**config.mk**
```make
export PLATFORM = sky130hd
export DESIGN_NAME = mrpt_mulmod
export DESIGN_NICKNAME = d
export VERILOG_FILES = /design/src/mrpt_pkg.sv /design/src/mrpt_mulmod.sv
export SDC_FILE = /design/constraint.sdc
export NUM_CORES = 1
export LEC_CHECK = 0
export ABC_AREA = 1
export ABC_CLOCK_PERIOD_IN_PS = 11900
export BUFFER_PORTS_ARGS = -buffer_cell sky130_fd_sc_hd__buf_2
export CORE_ASPECT_RATIO = 1.25
export CORE_MARGIN = 2
export CORE_UTILIZATION = 45
export CTS_CLUSTER_SIZE = 14
export DETAILED_ROUTE_END_ITERATION = 8
export PLACE_DENSITY_LB_ADDON = 0.3
export SYNTH_ARGS = -nofsm -noshare
export SYNTH_HDL_FRONTEND = slang
export SYNTH_SLANG_ARGS = --single-unit
```
**constraint.sdc**
```tcl
create_clock -name clk -period 11.9 [get_ports clk]
set_clock_uncertainty 0.05 [all_clocks]
set_input_delay 2.38 -clock clk [delete_from_list [all_inputs] [get_ports clk]]
set_output_delay 2.38 -clock clk [all_outputs]
set_load 0.005 [all_outputs]
```
**src/mrpt_pkg.sv**
```systemverilog
`default_nettype none
// ----------------------------------------------------------------------------
// mrpt_pkg: shared constants for the Miller-Rabin primality tester
// Witness table, trial limit, default data width.
// ----------------------------------------------------------------------------
package mrpt_pkg;
  localparam int DataWidthDef = 64;
  localparam int WitnessCount = 12;
  localparam int TrialLimit   = 38;
  localparam int WitW         = 6;

  function automatic logic [WitW-1:0] witness(input logic [3:0] idx);
    logic [WitW-1:0] w;
    begin
      case (idx)
        4'd0:    w = 6'd2;
        4'd1:    w = 6'd3;
        4'd2:    w = 6'd5;
        4'd3:    w = 6'd7;
        4'd4:    w = 6'd11;
        4'd5:    w = 6'd13;
        4'd6:    w = 6'd17;
        4'd7:    w = 6'd19;
        4'd8:    w = 6'd23;
        4'd9:    w = 6'd29;
        4'd10:   w = 6'd31;
        4'd11:   w = 6'd37;
        default: w = 6'd2;
      endcase
      return w;
    end
  endfunction

  typedef struct packed {
    logic go;
    logic done;
  } mm_ctl_t;
endpackage
`default_nettype wire

```
**src/mrpt_mulmod.sv**
```systemverilog
`default_nettype none
// ----------------------------------------------------------------------------
// mrpt_mulmod: bit-serial modular multiplier
// acc = a*b mod m, one multiplier bit (msb first) per cycle.
// ----------------------------------------------------------------------------
module mrpt_mulmod #(
  parameter int W = mrpt_pkg::DataWidthDef
) (
  input  wire logic         clk,
  input  wire logic         rst,
  input  wire logic         go,
  input  wire logic [W-1:0] a,
  input  wire logic [W-1:0] b,
  input  wire logic [W-1:0] m,
  output logic              done,
  output logic [W-1:0]      p
);
  localparam int CW = $clog2(W + 1);

  logic [W-1:0]  acc, bsh, a_r, m_r;
  logic [CW-1:0] cnt;
  logic          busy;
  logic [W:0]    dbl, dbl_r, sum;
  logic [W-1:0]  acc2, acc3;

  always_comb begin
    dbl  = {acc, 1'b0};
    acc2 = (dbl >= {1'b0, m_r}) ? W'(dbl - {1'b0, m_r}) : W'(dbl);
    sum  = {1'b0, acc2} + {1'b0, a_r};
    dbl_r = sum;
    acc3 = bsh[W-1] ? ((dbl_r >= {1'b0, m_r}) ? W'(dbl_r - {1'b0, m_r}) : W'(dbl_r))
                    : acc2;
  end

  always_ff @(posedge clk) begin
    done <= 1'b0;
    if (rst) begin
      busy <= 1'b0;
      cnt  <= '0;
    end else if (go) begin
      busy <= 1'b1;
      acc  <= '0;
      bsh  <= b;
      a_r  <= a;
      m_r  <= m;
      cnt  <= CW'(W);
    end else if (busy) begin
      acc <= acc3;
      bsh <= {bsh[W-2:0], 1'b0};
      cnt <= cnt - 1'b1;
      if (cnt == CW'(1)) begin
        busy <= 1'b0;
        done <= 1'b1;
      end
    end
  end

  // final product sits in acc while done is high
  assign p = acc;
endmodule
`default_nettype wire
```
==> reports/summary.log, run 1 <==
[yosys] flip-flop and latch count after synthesis 265
[floorplan] starting density of the core 45.3%
[yosys] portion of the post-synthesis area used by sequential elements 26.5%
[sta] part of the cycle the worst path needs 86.9%
[sta] endpoints failing hold 0
[setup_path] most used cell along the critical path sky130_fd_sc_hd__nand2_1
[setup_path] peak fanout along the critical path 64
[sta] Slew Viols, Final 0
[cts] buffers inserted during post-CTS setup optimization 0
[global_routing] initial antenna violation count 9
[setup_path] largest stage delay on the critical path 990 ps
[yosys] most repeated cell in the gate-level netlist after synthesis sky130_fd_sc_hd__nand2_1
[power_and_ir_drop] leakage power summed over all cells 0.0186 uW
[sta] fin crit period 10340 ps
[sta] Max Fclk 96.7 MHz
[global_routing] global-route wire length before repair 204000 um
[routing] remaining antenna violation count after routing 0
[yosys] Yosys cell types 45
[floorplan] Core Rows 105
[sta] post-route worst hold slack 440 ps
[sta] setup TNS 0 ps
[global_routing] sum of overflow across all layers after global routing 0
[cells_and_area] filler instances 7059
[cells_and_area] final core utilization 50.1%
[cells_and_area] area used by sequential logic in the layout 7870 um2
[place] DP Worst Slack 2020 ps
[setup_path] classification of the worst setup path register to register
[cts] clock buffers created by TritonCTS 31
[routing] residual DRC count 0
[place] Placer Congestion 1.05
[place] HPWL after detailed placement 121000 um
[setup_path] Setup crit end kind register
[floorplan] core footprint 65600 um2
[cells_and_area] share of final-layout standard cells stronger than drive strength 1 7.65%
[routing] number of DRC markers in iteration 0 3409
[setup_path] signal arrival time at the worst endpoint 10630 ps
[cells_and_area] Total Nets Final 5608
[floorplan] floorplan die area 68100 um2
[power_and_ir_drop] highest ir drop seen on vdd 0.212 mV
[routing] average via count per standard cell 5.36
[cts] Max clock buf depth 3
[place] count of buffers from port buffering 259
[global_routing] largest net degree at the start of global routing 74
[cts] CTS tree yes
[sta] count of final setup violators 0
[yosys] Synth Instances 4982
[floorplan] vertical extent of the die 291 um
[status] status finished clean
[global_routing] via count of the first global-routing pass 31100
[routing] number of detailed-route iterations in the first pass 7
[yosys] cell area after technology mapping 29700 um2
[setup_path] Worst Path Required 12190 ps
[floorplan] # IOs 260
[cts] number of sinks handled by clock tree synthesis 265
[routing] total number of vias 32700
[yosys] top cells by area, synth sky130_fd_sc_hd__edfxtp_1 26%, sky130_fd_sc_hd__nand2_1 25%, sky130_fd_sc_hd__inv_1 13%
[yosys] Main synth FF type sky130_fd_sc_hd__edfxtp_1
[cts] post-cts hold buffer count 0
[run] count of max-cap constraint violations 0
[yosys] Post-synth EDFFs 256
[power_and_ir_drop] pwr/cell area 349 nW/um2
[sta] slew at the pin with the worst max-slew slack 1020 ps
[setup_path] cell with the largest stage delay on the worst path sky130_fd_sc_hd__nand2_4
[cts] clock transition at the registers of the reported paths 60 ps
[cts] clock network latency to the later pin of the worst-skew pair 620 ps
[hold_path] path class of the lowest-slack min-delay path register to register
[cts] cell at the root of the clock tree sky130_fd_sc_hd__clkbuf_16
[sta] unrepaired setup endpoints after global routing no
[routing] sum of routed wire length over all layers 143000 um
[yosys] Async SR Flop Fraction 0%
[floorplan] die outline width 234 um
[yosys] Synthesis Warnings 0
[power_and_ir_drop] post-layout power 11500 uW
[cts] H-tree depth reported by CTS 1
[yosys] net count after synthesis 5374
[cts] Resize count post-CTS 0
[cells_and_area] layout overhead on the synthesized area 10.5%
[sta] Rel. slew slack 31.8%
[yosys] average cell area after synthesis 5.97 um2
[cells_and_area] area occupied by multi-input gates 17500 um2
[routing] post-detailed-route wirelength per cell 23.4 um
[yosys] top-area cell type share of the netlist area 25.9%
[global_routing] total global routing track utilization 41.5%
[yosys] largest area contributor in the synthesized netlist sky130_fd_sc_hd__edfxtp_1
[setup_path] CP startpoint kind register
[sta] Worst Setup Slack, final 1560 ps
[yosys] most frequent cells after synthesis 1950 x sky130_fd_sc_hd__nand2_1, 1026 x sky130_fd_sc_hd__inv_1, 406 x sky130_fd_sc_hd__nand3_1
==> final cells by class <==
class	count	area share [%]
sequential	265	24.0
multi-input combinational	3596	53.4
tap	856	3.26
clock buffer	33	2.39
inverter	1049	12.0
antenna	9	0.0686
clock inverter	23	0.640
timing repair buffer	273	4.28
==> worst max-delay path: cells and delay by family (launching register included) <==
kind | cells | cell delay [ps]
AND/OR/NAND/NOR | 30 | 6990
adder cells (fa/ha/maj) | 3 | 1110
XOR/XNOR | 1 | 590
flip-flops | 1 | 490
buffers and inverters | 5 | 490
AO/OA/AOI/OAI | 1 | 90
==> registers in the layout, summed over array words and instances (netlist names) <==
register  cells
bsh          64
p            64
cnt           7
m_r          64
done          1
a_r          64
busy          1
==> per-stage QoR <==
step / cell area [um2] / instances
floorplan: 29700 / 4982
global placement: 31800 / 6039
detailed placement: 31800 / 6039
CTS: 32800 / 6095
global route: 32800 / 6102
finish: 32800 / 6104
==> layer usage <==
layer	GRT usage (%)	vias up	wire, um
met5	0	-	0
met4	35.7	0	15200
met3	7.46	471	12700
met2	63.9	1686	61000
met1	49.4	14700	53900
li1	-	15900	-
==> cell usage in the layout (no fill, tap or decap), drive strengths merged <==
master    Yosys  routed
xor2         43      43
a21boi        3       3
nand4        50      50
and3          5       5
nand2      1962    1962
o21a          6       6
bufinv        0       2
buf          37     273
diode         0       9
inv        1046    1051
fa            3       3
and2         62      62
nor2        356     356
clkinv        3      14
nor3         50      50
dfxtp         9       9
o211ai        1       1
xnor2        54      54
nand3b       28      28
and3b         1       1
clkinvlp      0       5
or3           1       1
o21bai       23      23
clkbuf       35      33
nor4         11      11
edfxtp      256     256
a21o          2       2
or2           5       5
nand3       420     420
o21ai        62      62
ha          194     194
a21oi       251     251
a31oi         3       3
==> power breakdown <==
group          internal [uW]  switching (uW)  total, uW
registers               1180             121       1300
logic                   2680            6510       9180
clock network            525             449        974
total                   4380            7080      11500
==> final timing paths <==
check,from,endpoint,slack [ps],depth (start not counted)
max,m_r[7],p[23],1560,40
min,cnt[2],cnt[2],440,2
min reg2reg,cnt[2],cnt[2],440,2
max reg2reg,m_r[7],p[23],1560,40
==> kinds of logic (layout without fill, tap and decap cells) <==
kind of cell / count (synthesis) / after routing / synth area share (%)
AO/OA/AOI/OAI: 351 / 351 / 6.31
XOR/XNOR: 97 / 97 / 2.86
adder cells (fa/ha/maj): 197 / 197 / 8.37
buffers and inverters: 1121 / 1378 / 14.6
flip-flops: 265 / 265 / 26.5
other: 0 / 9 / 0
AND/OR/NAND/NOR: 2951 / 2951 / 41.4
Power figures use the tool's default switching activity.
==> run 2, diff against run 1 <==
--- a/config.mk
+++ b/config.mk
@@ -5,7 +5,6 @@
 export SDC_FILE = /design/constraint.sdc
 export NUM_CORES = 1
 export LEC_CHECK = 0
-export ABC_AREA = 1
 export ABC_CLOCK_PERIOD_IN_PS = 11900
 export BUFFER_PORTS_ARGS = -buffer_cell sky130_fd_sc_hd__buf_2
 export CORE_ASPECT_RATIO = 1.25
@@ -14,6 +13,7 @@
 export CTS_CLUSTER_SIZE = 14
 export DETAILED_ROUTE_END_ITERATION = 8
 export PLACE_DENSITY_LB_ADDON = 0.3
+export RECOVER_POWER = 50
 export SYNTH_ARGS = -nofsm -noshare
 export SYNTH_HDL_FRONTEND = slang
 export SYNTH_SLANG_ARGS = --single-unit
==> reports/summary.log, run 2 <==
[cts] clock network latency to the later pin of the worst-skew pair 610 ps [was 620 ps]
[yosys] net count after synthesis 2906 [was 5374]
[routing] number of DRC markers in iteration 0 1692 [was 3409]
[setup_path] most used cell along the critical path sky130_fd_sc_hd__nand3_1 [was sky130_fd_sc_hd__nand2_1]
[yosys] most repeated cell in the gate-level netlist after synthesis sky130_fd_sc_hd__edfxtp_1 [was sky130_fd_sc_hd__nand2_1]
[status] status finished, violations left [was finished clean]
[cts] Resize count post-CTS 0 [unchanged]
[yosys] dominant combinational cell family by area after synthesis compound AO/OA/AOI/OAI gates [was simple AND/OR/NAND/NOR gates]
[setup_path] r2r startpoint p[5] [was m_r[7]]
[sta] endpoints failing hold 0 [unchanged]
[setup_path] crit path buf inv count 4 [was 5]
[setup_path] Setup crit start p[5] [was m_r[7]]
[cts] Max clock buf depth 3 [unchanged]
[floorplan] # IOs 260 [unchanged]
[setup_path] cell with the largest stage delay on the worst path sky130_fd_sc_hd__a211o_4 [was sky130_fd_sc_hd__nand2_4]
[place] HPWL after detailed placement 58700 um [was 121000 um]
[yosys] Synthesis Warnings 0 [unchanged]
[yosys] flip-flop and latch count after synthesis 265 [unchanged]
[setup_path] Critical path destination p[62] [was p[23]]
[yosys] portion of the post-synthesis area used by sequential elements 35.1% [was 26.5%]
[cells_and_area] most common cell after layout, fill and taps aside sky130_fd_sc_hd__edfxtp_1 [was sky130_fd_sc_hd__nand2_1]
[setup_path] worst reg-to-reg setup slack 890 ps [was 1560 ps]
[floorplan] die outline width 204 um [was 234 um]
[yosys] Adder-Cell Fraction of Synth Area 11.1% [was 8.37%]
[setup_path] Setup crit end kind register [unchanged]
[setup_path] Stages on worst setup path 33 [was 40]
[setup_path] Worst Path Required 12120 ps [was 12190 ps]
[global_routing] total global routing track utilization 27.7% [was 41.5%]
[routing] met3 wire len 4650 um [was 12700 um]
[global_routing] largest net degree at the start of global routing 130 [was 74]
[setup_path] depth of the worst register-to-register path 33 [was 40]
[sta] count of final setup violators 0 [unchanged]
[yosys] cell area after technology mapping 22400 um2 [was 29700 um2]
[sta] Rel. slew slack -188% [was 31.8%]
[yosys] most frequent cells after synthesis 256 x sky130_fd_sc_hd__edfxtp_1, 249 x sky130_fd_sc_hd__nand2_1, 227 x sky130_fd_sc_hd__a21oi_1 [was 1950 x sky130_fd_sc_hd__nand2_1, 1026 x sky130_fd_sc_hd__inv_1, 406 x sky130_fd_sc_hd__nand3_1]
[cells_and_area] most frequent cells in the layout 256 x sky130_fd_sc_hd__edfxtp_1, 249 x sky130_fd_sc_hd__nand2_1, 227 x sky130_fd_sc_hd__a21oi_1 [was 1950 x sky130_fd_sc_hd__nand2_1, 1026 x sky130_fd_sc_hd__inv_1, 406 x sky130_fd_sc_hd__nand3_1]
[routing] post-detailed-route wirelength per cell 21.9 um [was 23.4 um]
[setup_path] largest stage delay on the critical path 740 ps [was 990 ps]
[setup_path] CP startpoint kind register [unchanged]
[sta] Max Fclk 90.8 MHz [was 96.7 MHz]
[sta] part of the cycle the worst path needs 92.5% [was 86.9%]
[yosys] fraction of synthesized cell area in xor and xnor cells 7.14% [was 2.86%]
[floorplan] core footprint 49300 um2 [was 65600 um2]
[yosys] average cell area after synthesis 8.92 um2 [was 5.97 um2]
[routing] top metal layer carrying routed signals met4 [unchanged]
[setup_path] classification of the worst setup path register to register [unchanged]
[sta] slew at the pin with the worst max-slew slack 4320 ps [was 1020 ps]
[sta] Slew Viols, Final 322 [was 0]
[yosys] Synth Instances 2514 [was 4982]
[yosys] Post-synth EDFFs 256 [unchanged]
[setup_path] CP delay by family, top compound AO/OA/AOI/OAI gates [was simple AND/OR/NAND/NOR gates]
[place] Placer Congestion 1.02 [was 1.05]
[routing] average via count per standard cell 6.03 [was 5.36]
[cts] post-cts hold buffer count 0 [unchanged]
[hold_path] path class of the lowest-slack min-delay path register to register [unchanged]
[status] violated checks max-capacitance violations, max-slew violations
[global_routing] global-route wire length before repair 113000 um [was 204000 um]
[routing] remaining antenna violation count after routing 0 [unchanged]
[sta] unrepaired setup endpoints after global routing no [unchanged]
[yosys] largest area contributor in the synthesized netlist sky130_fd_sc_hd__edfxtp_1 [unchanged]
[yosys] Main synth FF type sky130_fd_sc_hd__edfxtp_1 [unchanged]
[yosys] multiplexer share of the synthesized area 4.63% [was 0%]
[cts] buffers inserted during post-CTS setup optimization 0 [unchanged]
[yosys] Yosys cell types 84 [was 45]
[floorplan] starting density of the core 45.5% [was 45.3%]
[routing] Routed met2 length 36000 um [was 61000 um]
[cts] number of sinks handled by clock tree synthesis 265 [unchanged]
[setup_path] signal arrival time at the worst endpoint 11230 ps [was 10630 ps]
[sta] setup TNS 0 ps [unchanged]
[global_routing] sum of overflow across all layers after global routing 0 [unchanged]
[setup_path] capturing point of the worst reg2reg path p[62] [was p[23]]
[cells_and_area] Total Nets Final 3092 [was 5608]
[sta] fin crit period 11010 ps [was 10340 ps]
[floorplan] Core Rows 91 [was 105]
[global_routing] via count of the first global-routing pass 20000 [was 31100]
[cts] H-tree depth reported by CTS 1 [unchanged]
[yosys] area fraction in and, or, nand and nor cells after synthesis 15.3% [was 41.4%]
[cts] clock buffers created by TritonCTS 31 [unchanged]
[setup_path] peak fanout along the critical path 79 [was 64]
[cts] clock transition at the registers of the reported paths 70 ps [was 60 ps]
[routing] total number of vias 20400 [was 32700]
[global_routing] initial antenna violation count 0 [was 9]
[run] count of max-cap constraint violations 4 [was 0]
[yosys] top cells by area, synth sky130_fd_sc_hd__edfxtp_1 34%, sky130_fd_sc_hd__ha_1 11%, sky130_fd_sc_hd__a21oi_1 5.1% [was sky130_fd_sc_hd__edfxtp_1 26%, sky130_fd_sc_hd__nand2_1 25%, sky130_fd_sc_hd__inv_1 13%]
[routing] residual DRC count 0 [unchanged]
[routing] routed length on met1 29800 um [was 53900 um]
[cts] CTS tree yes [unchanged]
[cts] cell at the root of the clock tree sky130_fd_sc_hd__clkbuf_16 [unchanged]
[yosys] compound-gate portion of the synthesized area 22.7% [was 6.31%]
[place] count of buffers from port buffering 259 [unchanged]
[cells_and_area] layout overhead on the synthesized area 12.0% [was 10.5%]
[routing] sum of routed wire length over all layers 73900 um [was 143000 um]
[cells_and_area] share of final-layout standard cells stronger than drive strength 1 13.2% [was 7.65%]
[yosys] Async SR Flop Fraction 0% [unchanged]
[floorplan] floorplan die area 51700 um2 [was 68100 um2]
[yosys] top-area cell type share of the netlist area 34.3% [was 25.9%]
[floorplan] vertical extent of the die 254 um [was 291 um]
[routing] number of detailed-route iterations in the first pass 6 [was 7]
-- run 2: cell count changes in the layout (fill, tap and decap cells not counted), sizes merged, moves of 71 or more --
cell    previous run  this run
o21ai             62       204
nor2             356       194
nand2           1962       249
a21o               2        83
mux2               0        71
inv             1051       120
nand3            420        42
a211oi             0        74
-- run 2: logic make-up (layout without fill, tap and decap cells) --
family / count (synthesis) / after routing
AOI/OAI and AO/OA: 806 / 806
xor gates and xnor gates: 183 / 183
adders and majority gates: 197 / 197
buffers and inverters: 239 / 449
DFF: 265 / 265
muxes: 95 / 95
other: 0 / 2
and+or+nand+nor: 729 / 729
-- run 2: metal layers --
| metal | track usage (%) | vias to the layer above |
|---|---|---|
| li1 | - | 9724 |
| met1 | 34.4 | 9659 |
| met2 | 48.5 | 810 |
| met3 | 3.08 | 177 |
| met4 | 12.3 | 0 |
| met5 | 0 | - |
-- run 2: through the flow --
| step | utilization [%] | area (um2) | hold WS (ps) | instances | setup WS (ps) |
|---|---|---|---|---|---|
| 6_report | 51.0 | 25100 | 448 | 3377 | 887 |
| 5_1_grt | 50.9 | 25100 | 513 | 3375 | 262 |
| 4_1_cts | 51.1 | 25200 | 448 | 3375 | 1050 |
| 3_5_place_dp | 49.2 | 24200 | 439 | 3318 | 1090 |
| 3_3_place_gp | 49.2 | 24200 | 431 | 3316 | 427 |
| 2_1_floorplan | - | 22400 | 419 | 2514 | 2290 |
-- run 2: layout make-up --
class	instances	area (um2)
Fill cell	4676	24200
Multi-Input combinational cell	2010	13700
Sequential cell	265	7870
Timing Repair Buffer	276	1340
Tap cell	651	815
Clock buffer	36	795
Inverter	116	435
Clock inverter	21	173
Antenna cell	2	5.00
-- run 2: worst reg2reg max path, delay by kind of cell, from the launching register on --
family	cells	cell delay, ps
xor+xnor	1	70
flops	1	430
simple gates	11	3080
mux	2	610
fa+ha+maj	3	1160
buf+inv	4	1380
compound gates	12	3890
-- run 2: worst min path at each step --
stage	startpoint	end	cells past startpoint	slack (ps)
global placement	cnt[1]	cnt[1]	2	430
finish	cnt[1]	cnt[1]	2	450
CTS	cnt[1]	cnt[1]	2	450
detailed placement	cnt[1]	cnt[1]	2	440
floorplan	cnt[1]	cnt[1]	2	420
global route	cnt[1]	cnt[1]	2	510
Power of run 2 is not shown: default switching activity piles up to over one toggle a cycle in this logic, so the estimate is an artifact.
